[src/hdl/mtsc_pkg.sv]
// mtsc_pkg: types, constants and helper functions for the matrix text shape checker
// depends on nothing; imported by mtsc_step, matrix_text_shape_checker and the testbench
`timescale 1ns / 1ps

package mtsc_pkg;

    // counter width and the width of the reported counter fields
    localparam int COUNT_BITS = 16;
    localparam int OUT_BITS   = 16;

    typedef logic [COUNT_BITS-1:0] count_t;
    typedef logic [OUT_BITS-1:0]   out_count_t;
    typedef logic [7:0]            byte_t;

    localparam count_t COUNT_ZERO = '0;
    localparam count_t COUNT_ONE  = {{(COUNT_BITS-1){1'b0}}, 1'b1};
    localparam count_t COUNT_MAX  = '1;

    // byte codes the checker looks at
    localparam byte_t CH_TAB   = 8'h09;
    localparam byte_t CH_NL    = 8'h0A;
    localparam byte_t CH_CR    = 8'h0D;
    localparam byte_t CH_SP    = 8'h20;
    localparam byte_t CH_DASH  = 8'h2D;
    localparam byte_t CH_DOT   = 8'h2E;
    localparam byte_t CH_ZERO  = 8'h30;
    localparam byte_t CH_NINE  = 8'h39;

    // reported status codes
    typedef enum logic [1:0] {
        ST_OK           = 2'd0,
        ST_BAD_BYTE     = 2'd1,
        ST_COL_MISMATCH = 2'd2,
        ST_EMPTY        = 2'd3
    } status_t;

    // scan state carried from one byte to the next
    typedef struct packed {
        logic    prev_nl;
        logic    prev_sp;
        logic    first_row_done;
        logic    digit_seen;
        count_t  rows;
        count_t  cols;
        count_t  row_cols;
        count_t  lines;
        status_t err;
        logic    end_seen;
    } scan_state_t;

    localparam scan_state_t SCAN_RESET = '{
        prev_nl:        1'b0,
        prev_sp:        1'b0,
        first_row_done: 1'b0,
        digit_seen:     1'b0,
        rows:           COUNT_ZERO,
        cols:           COUNT_ONE,
        row_cols:       COUNT_ONE,
        lines:          COUNT_ZERO,
        err:            ST_OK,
        end_seen:       1'b0
    };

    // saturating increment
    function automatic count_t sat_inc(count_t v);
        return (v == COUNT_MAX) ? v : v + COUNT_ONE;
    endfunction

    // decrement that stops at zero
    function automatic count_t sat_dec(count_t v);
        return (v == COUNT_ZERO) ? v : v - COUNT_ONE;
    endfunction

    // low bits of a counter, zero extended when the counter is narrower
    function automatic out_count_t to_out(count_t v);
        logic [COUNT_BITS+OUT_BITS-1:0] w;
        w = {{OUT_BITS{1'b0}}, v};
        return w[OUT_BITS-1:0];
    endfunction

endpackage

[src/hdl/mtsc_step.sv]
// mtsc_step: next scan state for one byte or end marker
// depends on mtsc_pkg
`timescale 1ns / 1ps

module mtsc_step (
    input  mtsc_pkg::scan_state_t cur,
    input  mtsc_pkg::byte_t       char_code,
    input  logic                  end_of_text,
    output mtsc_pkg::scan_state_t nxt
);
    import mtsc_pkg::*;

    byte_t       c;
    logic        take;
    logic        is_nl;
    logic        is_sp;
    logic        is_digit;
    logic        is_ws;
    logic        is_ok;
    logic        digit_now;
    logic        close_row;
    logic        close_later;
    count_t      row_cols_fix;
    scan_state_t tb;

    // byte to scan: an end marker scans a newline unless one came last
    always_comb begin
        c    = end_of_text ? CH_NL : char_code;
        take = !end_of_text || !cur.prev_nl;
    end

    // byte classes
    always_comb begin
        is_nl    = (c == CH_NL);
        is_sp    = (c == CH_SP);
        is_digit = c inside {[CH_ZERO:CH_NINE]};
        is_ws    = is_sp || (c inside {[CH_TAB:CH_CR]});
        is_ok    = is_digit || is_ws || (c == CH_DOT) || (c == CH_DASH);
    end

    // scan one byte
    always_comb begin
        tb           = cur;
        digit_now    = cur.digit_seen || is_digit;
        close_row    = is_nl && !cur.prev_nl && digit_now;
        close_later  = close_row && cur.first_row_done;
        row_cols_fix = cur.prev_sp ? sat_dec(cur.row_cols) : cur.row_cols;

        if (is_nl) begin
            tb.lines = sat_inc(cur.lines);
        end

        if (!is_ok) begin
            tb.err = ST_BAD_BYTE;
        end else begin
            tb.digit_seen = digit_now;
            tb.prev_nl    = is_nl;
            tb.prev_sp    = is_sp;

            // newline closes a row that held a digit
            if (close_row) begin
                tb.rows           = sat_inc(cur.rows);
                tb.first_row_done = 1'b1;
                tb.digit_seen     = 1'b0;
                if (!cur.first_row_done && cur.prev_sp) begin
                    tb.cols = sat_dec(cur.cols);
                end
            end

            // first space of a run after a digit opens a column
            if (is_sp && !cur.prev_sp && digit_now) begin
                if (!cur.first_row_done) begin
                    tb.cols = sat_inc(cur.cols);
                end else begin
                    tb.row_cols = sat_inc(cur.row_cols);
                end
            end

            // later row must match the first row's column count
            if (close_later) begin
                if (row_cols_fix != cur.cols) begin
                    tb.err      = ST_COL_MISMATCH;
                    tb.row_cols = row_cols_fix;
                end else begin
                    tb.row_cols = COUNT_ONE;
                end
            end
        end
    end

    // end handling and sticky hold
    always_comb begin
        nxt = cur;
        if (cur.err == ST_OK && !cur.end_seen) begin
            nxt = take ? tb : cur;
            if (end_of_text) begin
                if (nxt.err == ST_OK && (nxt.rows == COUNT_ZERO || nxt.cols == COUNT_ZERO)) begin
                    nxt.err = ST_EMPTY;
                end
                nxt.end_seen = 1'b1;
            end
        end
    end

endmodule

[config.mk]
export PLATFORM = sky130hd
export DESIGN_NAME = mtsc_step
export DESIGN_NICKNAME = d
export VERILOG_FILES = /design/src/hdl/mtsc_pkg.sv /design/src/hdl/mtsc_step.sv
export SDC_FILE = /design/constraint.sdc
export NUM_CORES = 1
export LEC_CHECK = 0
export ABC_AREA = 1
export BUFFER_PORTS_ARGS = -buffer_cell sky130_fd_sc_hd__buf_2
export CAP_MARGIN = 20
export CORE_ASPECT_RATIO = 1.5
export CORE_UTILIZATION = 40
export DETAILED_ROUTE_END_ITERATION = 8
export MAX_ROUTING_LAYER = met4
export PLACE_DENSITY = 0.65
export SYNTH_ARGS = -nofsm -noshare
export SYNTH_HDL_FRONTEND = slang
export SYNTH_SLANG_ARGS = --single-unit
[constraint.sdc]
create_clock -name vclk -period 3.9
set_input_delay 0.39 -clock vclk [all_inputs]
set_output_delay 0.39 -clock vclk [all_outputs]
set_load 0.01 [all_outputs]
==> results of run 1 <==
## cell type report
cell class         count  area (um^2)
fillers             1460         6280
inverters            128          483
multi-input cells    875         4230
well taps            153          191
repair buffers       162          838
## path summary, 6_finish.rpt
kind / start / to / slack [ns] / cells past startpoint
max: cur[19] / nxt[2] / 0.35 / 23
min: cur[14] / nxt[14] / 1.06 / 3
## routing by layer
metal | track usage (%) | vias to the layer above
met4 | 13.4 | 0
met1 | 34.4 | 3223
met3 | 2.20 | 78
met5 | - | -
li1 | - | 3606
met2 | 52.6 | 354
## kinds of logic (layout without fill, tap and decap cells)
group	Yosys count	count (layout)	share of synthesized area [%]
adder cells (fa/ha/maj)	6	6	1.52
AND/OR/NAND/NOR	710	710	62.9
AO/OA/AOI/OAI	120	120	14.0
buffers and inverters	169	290	14.6
XOR/XNOR	39	39	6.92
## through the flow
| stage | setup slack (ns) | area (um^2) |
|---|---|---|
| finish | 0.350 | 5740 |
| global route | 0.0657 | 5740 |
| CTS | 0.309 | 5730 |
| detailed placement | 0.314 | 5730 |
| global placement | 0.403 | 5730 |
| floorplan | 1.13 | 4930 |
## power by group through the flow
stage	Clock [mW]	Combinational (mW)	Sequential, mW
finish	0	0.528	0
global route	0	0.583	0
CTS	0	0.520	0
detailed placement	0	0.517	0
global placement	0	0.518	0
floorplan	0	0.331	0
## critical path: stages
cell and delay (ns):
buf_2 0.13, clkinv_1 0.20, ha_1 0.33, nand2_1 0.16
nor2_2 0.07, nand2_2 0.23, nand3_1 0.13, nand2_1 0.10
nand2_1 0.07, nand2_1 0.06, nand2_1 0.04, nor2_1 0.08
nand2_1 0.07, nor2_2 0.14, nand3_2 0.15, nand2_4 0.21
nand2_1 0.07, nand2_1 0.08, inv_1 0.04, o21bai_1 0.14
nand2_1 0.06, nand2_1 0.05, buf_2 0.13
## timing repair
action	in CTS	in global routing
endpoints found under the setup margin	0	1
buffers inserted	0	0
resized for setup	0	1
## cell usage in the layout (no fill, tap or decap), types with 5 or more instances in the layout
| cell type | netlist | routed |
|---|---|---|
| nand2_1 | 350 | 350 |
| buf_2 | 17 | 151 |
| nor2_1 | 145 | 144 |
| nand3_1 | 117 | 117 |
| inv_1 | 115 | 115 |
| o21ai_0 | 60 | 60 |
| xor2_1 | 34 | 34 |
| nor3_1 | 30 | 29 |
| nand4_1 | 22 | 22 |
| o22ai_1 | 16 | 16 |
| nor2_2 | 12 | 13 |
| a21oi_1 | 11 | 11 |
| buf_4 | 3 | 11 |
| nand2_2 | 8 | 7 |
| o21ai_1 | 7 | 7 |
| inv_2 | 6 | 6 |
| clkinv_1 | 6 | 6 |
| ha_1 | 6 | 6 |
| xnor2_1 | 5 | 5 |
| nand3_2 | 5 | 5 |
| o211ai_1 | 5 | 5 |
==> impl_metrics.tcl, run 1 <==
set metrics [dict create \
    status "complete, no violations" \
    final_nets 1253 \
    yosys-top-cells-count "350 x nand2_1, 145 x nor2_1, 117 x nand3_1" \
    worst_pin_slew_ns 0.515 \
    cp.required_ns 3.51 \
    dr_wl_met2_um 9780 \
    power_frac_comb_pct 100.0 \
    setup_viol 0 \
    dr.pass1.iters 5 \
    ys_types 45 \
    highest_layer "met4" \
    hold_viol_final 0 \
    dpl.hpwl_um 15900 \
    vias 7261 \
    grt_usage_pct 30.0 \
    p_int_mw 0.180 \
    start_kind "primary input" \
    seq_cells 0 \
    antenna_found_initial 0 \
    rows 49 \
    syn_area_um2 4930 \
    dr_wl_met3_um 1270 \
    avgViaCountPerCell 5.51 \
    whs_ns 1.06 \
    grt_pass1_vias 6449 \
    synth_fp_nets 1130 \
    yosys-top-cells-area "nand2_1 27%, nand3_1 12%, nor2_1 11%, inv_1 8.7%, o21ai_0 6.1%" \
    p_sw_mw 0.347 \
    fin_util_pct 47.8 \
    drc 0 \
    p_leak_nw 3.03 \
    synth_top_area_share_pct 26.6 \
    fin_crit_sh_pct 91.0 \
    core_um2 12000 \
    avgSynthCellArea_um2 4.73 \
    clkbuf_count 0 \
    path_max_fanout 15 \
    relSlewSlack_pct 65.4 \
    syn_inst 1044 \
    total_power_mw 0.528 \
    wl_um 19500 \
    arrival_ns 3.16 \
    rsz0062_at_grt "false" \
    place_congestion 1.04 \
    post-route-min-period_ns 3.55 \
    drive_above_1_share_pct 18.4 \
    die_area_um2 12800 \
    area_delta_synth_final_pct 16.3 \
    start_util_pct 41.1 \
    grt_pass1_wl_um 30900 \
    grt_max_degree 47 \
    end_kind "output port" \
    powerDensity_nw_per_um2 91.9 \
    boundaryPins 151 \
    p_clk_share_pct 0 \
    die_h_um 138 \
    yosysMostFrequentCell "nand2_1" \
    ir_worst_vdd_mv 0.0473 \
    antenna_cells 0 \
    postRouteAntennaNets 0 \
    wl_per_cell_um 14.8 \
    fmax_mhz 282 \
    tns_ns 0 \
    first_iter_violations 552 \
    crit_type "in -> out" \
    seq_area_frac_synth_pct 0 \
    portBuffers 151 \
    power_frac_seq_pct 0 \
    grt.overflow.total 0 \
    switching_share_pct 65.8 \
    ys_warn_count 0 \
    regArea_um2 0 \
    maxCapViolCount 0 \
    wl_met1_um 7560 \
    instances_no_fill 1318 \
    yosys.area.top_type "nand2_1" \
    hold_buffers 0 \
    final_max_slew_viol_count 0 \
    hp-class "in -> out" \
    dp.cells 1318 \
    die_w_um 92.7 \
]
(Power assumes the default switching activity.)
==> inputs of run 2 (changes only) <==
--- a/config.mk
+++ b/config.mk
@@ -5,14 +5,14 @@
 export SDC_FILE = /design/constraint.sdc
 export NUM_CORES = 1
 export LEC_CHECK = 0
-export ABC_AREA = 1
 export BUFFER_PORTS_ARGS = -buffer_cell sky130_fd_sc_hd__buf_2
 export CAP_MARGIN = 20
 export CORE_ASPECT_RATIO = 1.5
+export CORE_MARGIN = 3
 export CORE_UTILIZATION = 40
 export DETAILED_ROUTE_END_ITERATION = 8
 export MAX_ROUTING_LAYER = met4
-export PLACE_DENSITY = 0.65
+export PLACE_DENSITY = 0.67
 export SYNTH_ARGS = -nofsm -noshare
 export SYNTH_HDL_FRONTEND = slang
 export SYNTH_SLANG_ARGS = --single-unit
==> impl_metrics.tcl, run 2 <==
set metrics [dict create \
    fmax_mhz 257 \
    die_h_um 128 \
    yosys-top-cells-count "67 x nand2_1, 64 x nor2_1, 58 x nand3_1" \
    die_w_um 87.5 \
    syn_area_um2 3990 \
    min-delay-start "cur[8]" \
    first_iter_violations 399 \
    seq_area_frac_synth_pct 0 \
    avgSynthCellArea_um2 5.94 \
    final_max_slew_viol_count 0 \
    path_max_fanout 16 \
    relSlewSlack_pct 50.2 \
    arrival_ns 3.51 \
    dp.cells 962 \
    cp.required_ns 3.51 \
    maxCapViolCount 0 \
    grt_usage_pct 30.8 \
    wl_um 17900 \
    status "complete, no violations" \
    boundaryPins 151 \
    synth_fp_nets 757 \
    place_congestion 0.994 \
    portBuffers 151 \
    clkbuf_count 0 \
    whs_ns 1.06 \
    crit_type "in -> out" \
    regArea_um2 0 \
    p_leak_nw 2.21 \
    area_delta_synth_final_pct 35.1 \
    rows 44 \
    dr.pass1.iters 6 \
    seq_cells 0 \
    ir_worst_vdd_mv 0.0681 \
    antenna_found_initial 0 \
    grt_pass1_vias 5733 \
    grt_max_degree 18 \
    start_kind "primary input" \
    hold_viol_final 0 \
    hp-class "in -> out" \
    start_util_pct 41.1 \
    post-route-min-period_ns 3.90 \
    yosys-top-cells-area "xnor2_1 8.4%, nand3_1 7.3%, nand2_1 6.3%, nor2_1 6.0%, o21ai_0 5.8%" \
    hold_buffers 0 \
    die_area_um2 11200 \
    dpl.hpwl_um 14700 \
    yosysMostFrequentCell "nand2_1" \
    instances_no_fill 965 \
    ys_types 73 \
    setup.worst_path.start "cur[24]" \
    postRouteAntennaNets 0 \
    yosys.area.top_type "xnor2_1" \
    layout_commonest_cell "buf_2" \
    rsz0062_at_grt "true" \
    core_um2 9690 \
    grt.overflow.total 0 \
    antenna_cells 0 \
    syn_inst 671 \
    final_cell_mix "149 x buf_2, 82 x buf_4, 66 x nand2_1, 64 x nor2_1, 58 x nand3_1" \
    final_nets 938 \
    powerDensity_nw_per_um2 87.0 \
    drive_above_1_share_pct 31.9 \
    synth_top_area_share_pct 8.35 \
    grt_pass1_wl_um 27400 \
    end_kind "output port" \
    avgViaCountPerCell 6.27 \
    setup_viol 0 \
    vias 6053 \
    worst_pin_slew_ns 0.744 \
    wl_per_cell_um 18.5 \
    fin_crit_sh_pct 99.9 \
    drc 0 \
    ys_warn_count 0 \
]
## run 2: cell types whose count changed after synthesis, sizes merged, moves of 24 or more
cell | before | now
nand2 | 361 | 67
inv | 122 | 18
nor2 | 158 | 64
nand3 | 122 | 58
clkbuf | 14 | 53
a21oi | 13 | 46
xnor2 | 5 | 38
o21ai | 70 | 46
## run 2: logic make-up after synthesis
family / count (synthesis) / synth area share [%]
adders and majority gates: 6 / 1.88
buffers and inverters: 75 / 7.47
AOI/OAI and AO/OA: 177 / 29.5
muxes: 13 / 3.45
and+or+nand+nor: 348 / 46.2
xor gates and xnor gates: 52 / 11.4
## run 2: worst max-delay path, stage by stage
cell      delay, ns
buf_6          0.10
buf_4          0.18
nor4_1         0.45
nand4b_1       0.25
o21ai_0        0.52
xnor2_1        0.16
a222oi_1       0.26
nand4_1        0.23
o41ai_4        0.32
buf_6          0.19
o32ai_1        0.08
a22o_1         0.23
buf_2          0.13
## run 2: path summary, 6_finish.rpt
kind	cells past startpoint	to	slack, ns
worst min-delay path	3	nxt[8]	1.06
worst max-delay path	13	nxt[20]	0.003
## run 2: report_power, final
group	total (mW)	internal (mW)	leakage, nW	switching, mW
logic	0.468	0.192	2.21	0.276
clock network	0	0	0	0
registers	0	0	0	0
## run 2: per-layer routing
layer,track usage (%),vias to the layer above,routed length (um)
met5,-,-,0
met4,15.4,0,1090
met3,1.22,66,1060
met2,58.0,296,9390
met1,31.4,2805,6350
li1,-,2886,-
## run 2: per-stage QoR
step	worst slack [ns]	util (%)	setup TNS (ns)	area (um^2)	total power [mW]
floorplan	0.0791	-	0	3990	0.246
global placement	-0.261	54.6	-0.421	5290	0.445
detailed placement	-0.141	54.6	-0.315	5290	0.452
CTS	0.00475	54.6	0	5290	0.456
global route	-0.174	55.6	-1.73	5380	0.504
finish	0.00325	55.6	0	5380	0.468
## run 2: what timing repair did
action / CTS / global route
buffers inserted: 0 / 3
resized for setup: 2 / 15
pin swaps: 1 / 1
endpoints found under the setup margin: 8 / 12
## run 2: layout make-up
cell class	instances	area [um^2]
multi-input cells	596	3740
inverters	18	67.6
well taps	115	144
repair buffers	236	1430
fillers	1019	4310
==> inputs of run 3 (changes only) <==
--- a/config.mk
+++ b/config.mk
@@ -9,10 +9,10 @@
 export CAP_MARGIN = 20
 export CORE_ASPECT_RATIO = 1.5
 export CORE_MARGIN = 3
-export CORE_UTILIZATION = 40
+export CORE_UTILIZATION = 53
 export DETAILED_ROUTE_END_ITERATION = 8
 export MAX_ROUTING_LAYER = met4
-export PLACE_DENSITY = 0.67
+export PLACE_DENSITY = 0.85
 export SYNTH_ARGS = -nofsm -noshare
 export SYNTH_HDL_FRONTEND = slang
 export SYNTH_SLANG_ARGS = --single-unit
==> constraint.sdc (replaced) <==
create_clock -name vclk -period 4.2
set_input_delay 0.42 -clock vclk [all_inputs]
set_output_delay 0.42 -clock vclk [all_outputs]
set_load 0.01 [all_outputs]
==> impl_metrics.tcl, run 3 (same netlist as run 2, synthesis figures left out) <==
set metrics [dict create \
    die_w_um 76.8 \
    drive_above_1_share_pct 26.3 \
    total_power_mw 0.401 \
    crit_type "in -> out" \
    hp-class "in -> out" \
    n_fill_cell 709 \
    setup_viol 0 \
    die_area_um2 8620 \
    crit_chain "buf_2 > or4b_1 > or4_1 > buf_4 > nor4_1 > a21oi_1 > xnor2_1 > a21oi_1 > o2111a_1 > o2111ai_1 > a31oi_1 > buf_2" \
    whs_ns 1.13 \
    worst_pin_slew_ns 0.706 \
    dp.cells 899 \
    critPathBufInv 3 \
    die_h_um 112 \
    dr.pass1.iters 5 \
    relSlewSlack_pct 51.7 \
    power_frac_comb_pct 100.0 \
    slowest_delay_ns 0.61 \
    path_max_fanout 10 \
    arrival_ns 3.60 \
    wl_per_cell_um 19.2 \
    cp.required_ns 3.78 \
    hold_buffers 0 \
    first_iter_violations 545 \
    grt_max_degree 33 \
    cts_resized 0 \
    grt.overflow.total 0 \
    post-route-min-period_ns 4.02 \
    start_kind "primary input" \
    clkbuf_count 0 \
    final_cell_mix "151 x buf_2, 67 x nand2_1, 64 x nor2_1, 58 x nand3_1, 46 x o21ai_0" \
    place_congestion 1.03 \
    end_kind "output port" \
    avgViaCountPerCell 6.63 \
    ir_worst_vdd_mv 0.0660 \
    fin_crit_sh_pct 95.8 \
    area_delta_synth_final_pct 23.5 \
    vias 5960 \
    dpl-instance-area_um2 4900 \
    antenna_found_initial 0 \
    boundaryPins 151 \
    switching_share_pct 61.9 \
    start_util_pct 54.8 \
    p_sw_mw 0.248 \
    wl_um 17300 \
    final_nets 887 \
    finish.instance_area_um2 4920 \
    cpLargestDelayFamily "simple AND/OR/NAND/NOR gates" \
    fmax_mhz 249 \
    portBuffers 151 \
    seq_cells 0 \
    power_frac_seq_pct 0 \
    post-cts-setup-buffer-count 0 \
    antenna_cells 0 \
    core_um2 7270 \
    status "complete, no violations" \
    p_int_mw 0.153 \
    tns_ns 0 \
    regArea_um2 0 \
    instances_no_fill 899 \
    rows 38 \
    drc 0 \
    grt_usage_pct 38.5 \
    slowest_stage "or4_1" \
    maxCapViolCount 0 \
    dpl.hpwl_um 13800 \
    grt_pass1_wl_um 26900 \
    layout_commonest_cell "buf_2" \
    postRouteAntennaNets 0 \
    powerDensity_nw_per_um2 81.5 \
    hold_viol_final 0 \
    rsz0062_at_grt "false" \
    p_leak_nw 1.95 \
    grt_pass1_vias 5608 \
    p_clk_share_pct 0 \
    final_max_slew_viol_count 0 \
]
[run 3: worst paths after layout]
kind,start,to,slack [ns],cells past startpoint
setup / recovery,end_of_text,nxt[2],0.18,12
hold / removal,cur[11],nxt[11],1.13,3
[run 3: per-layer routing]
| metal | vias up | part of all wire [%] | wire, um | track usage [%] |
|---|---|---|---|---|
| li1 | 2795 | - | - | - |
| met2 | 421 | 50 | 8690 | 69.8 |
| met1 | 2641 | 34 | 5890 | 38.9 |
| met5 | - | 0 | 0 | - |
| met3 | 103 | 7.7 | 1330 | 2.81 |
| met4 | 0 | 7.9 | 1370 | 26.1 |
[run 3: cell type report]
type	instances	area (um^2)	share of cell area (%)
repair buffers	185	1020	20.8
inverters	18	67.6	1.37
well taps	100	125	2.54
multi-input cells	596	3710	75.3
[run 3: power groups by stage]
stage	combinational (mW)	clock (mW)	sequential, mW
2_1_floorplan	0.229	0	0
3_3_place_gp	0.382	0	0
3_5_place_dp	0.389	0	0
4_1_cts	0.391	0	0
5_1_grt	0.432	0	0
6_report	0.401	0	0
[run 3: metrics by stage]
step	setup slack [ns]	util [%]
finish	0.176	67.7
global placement	0.198	67.4
floorplan	0.319	-
global route	0.000369	67.7
detailed placement	0.162	67.4
CTS	0.148	67.4
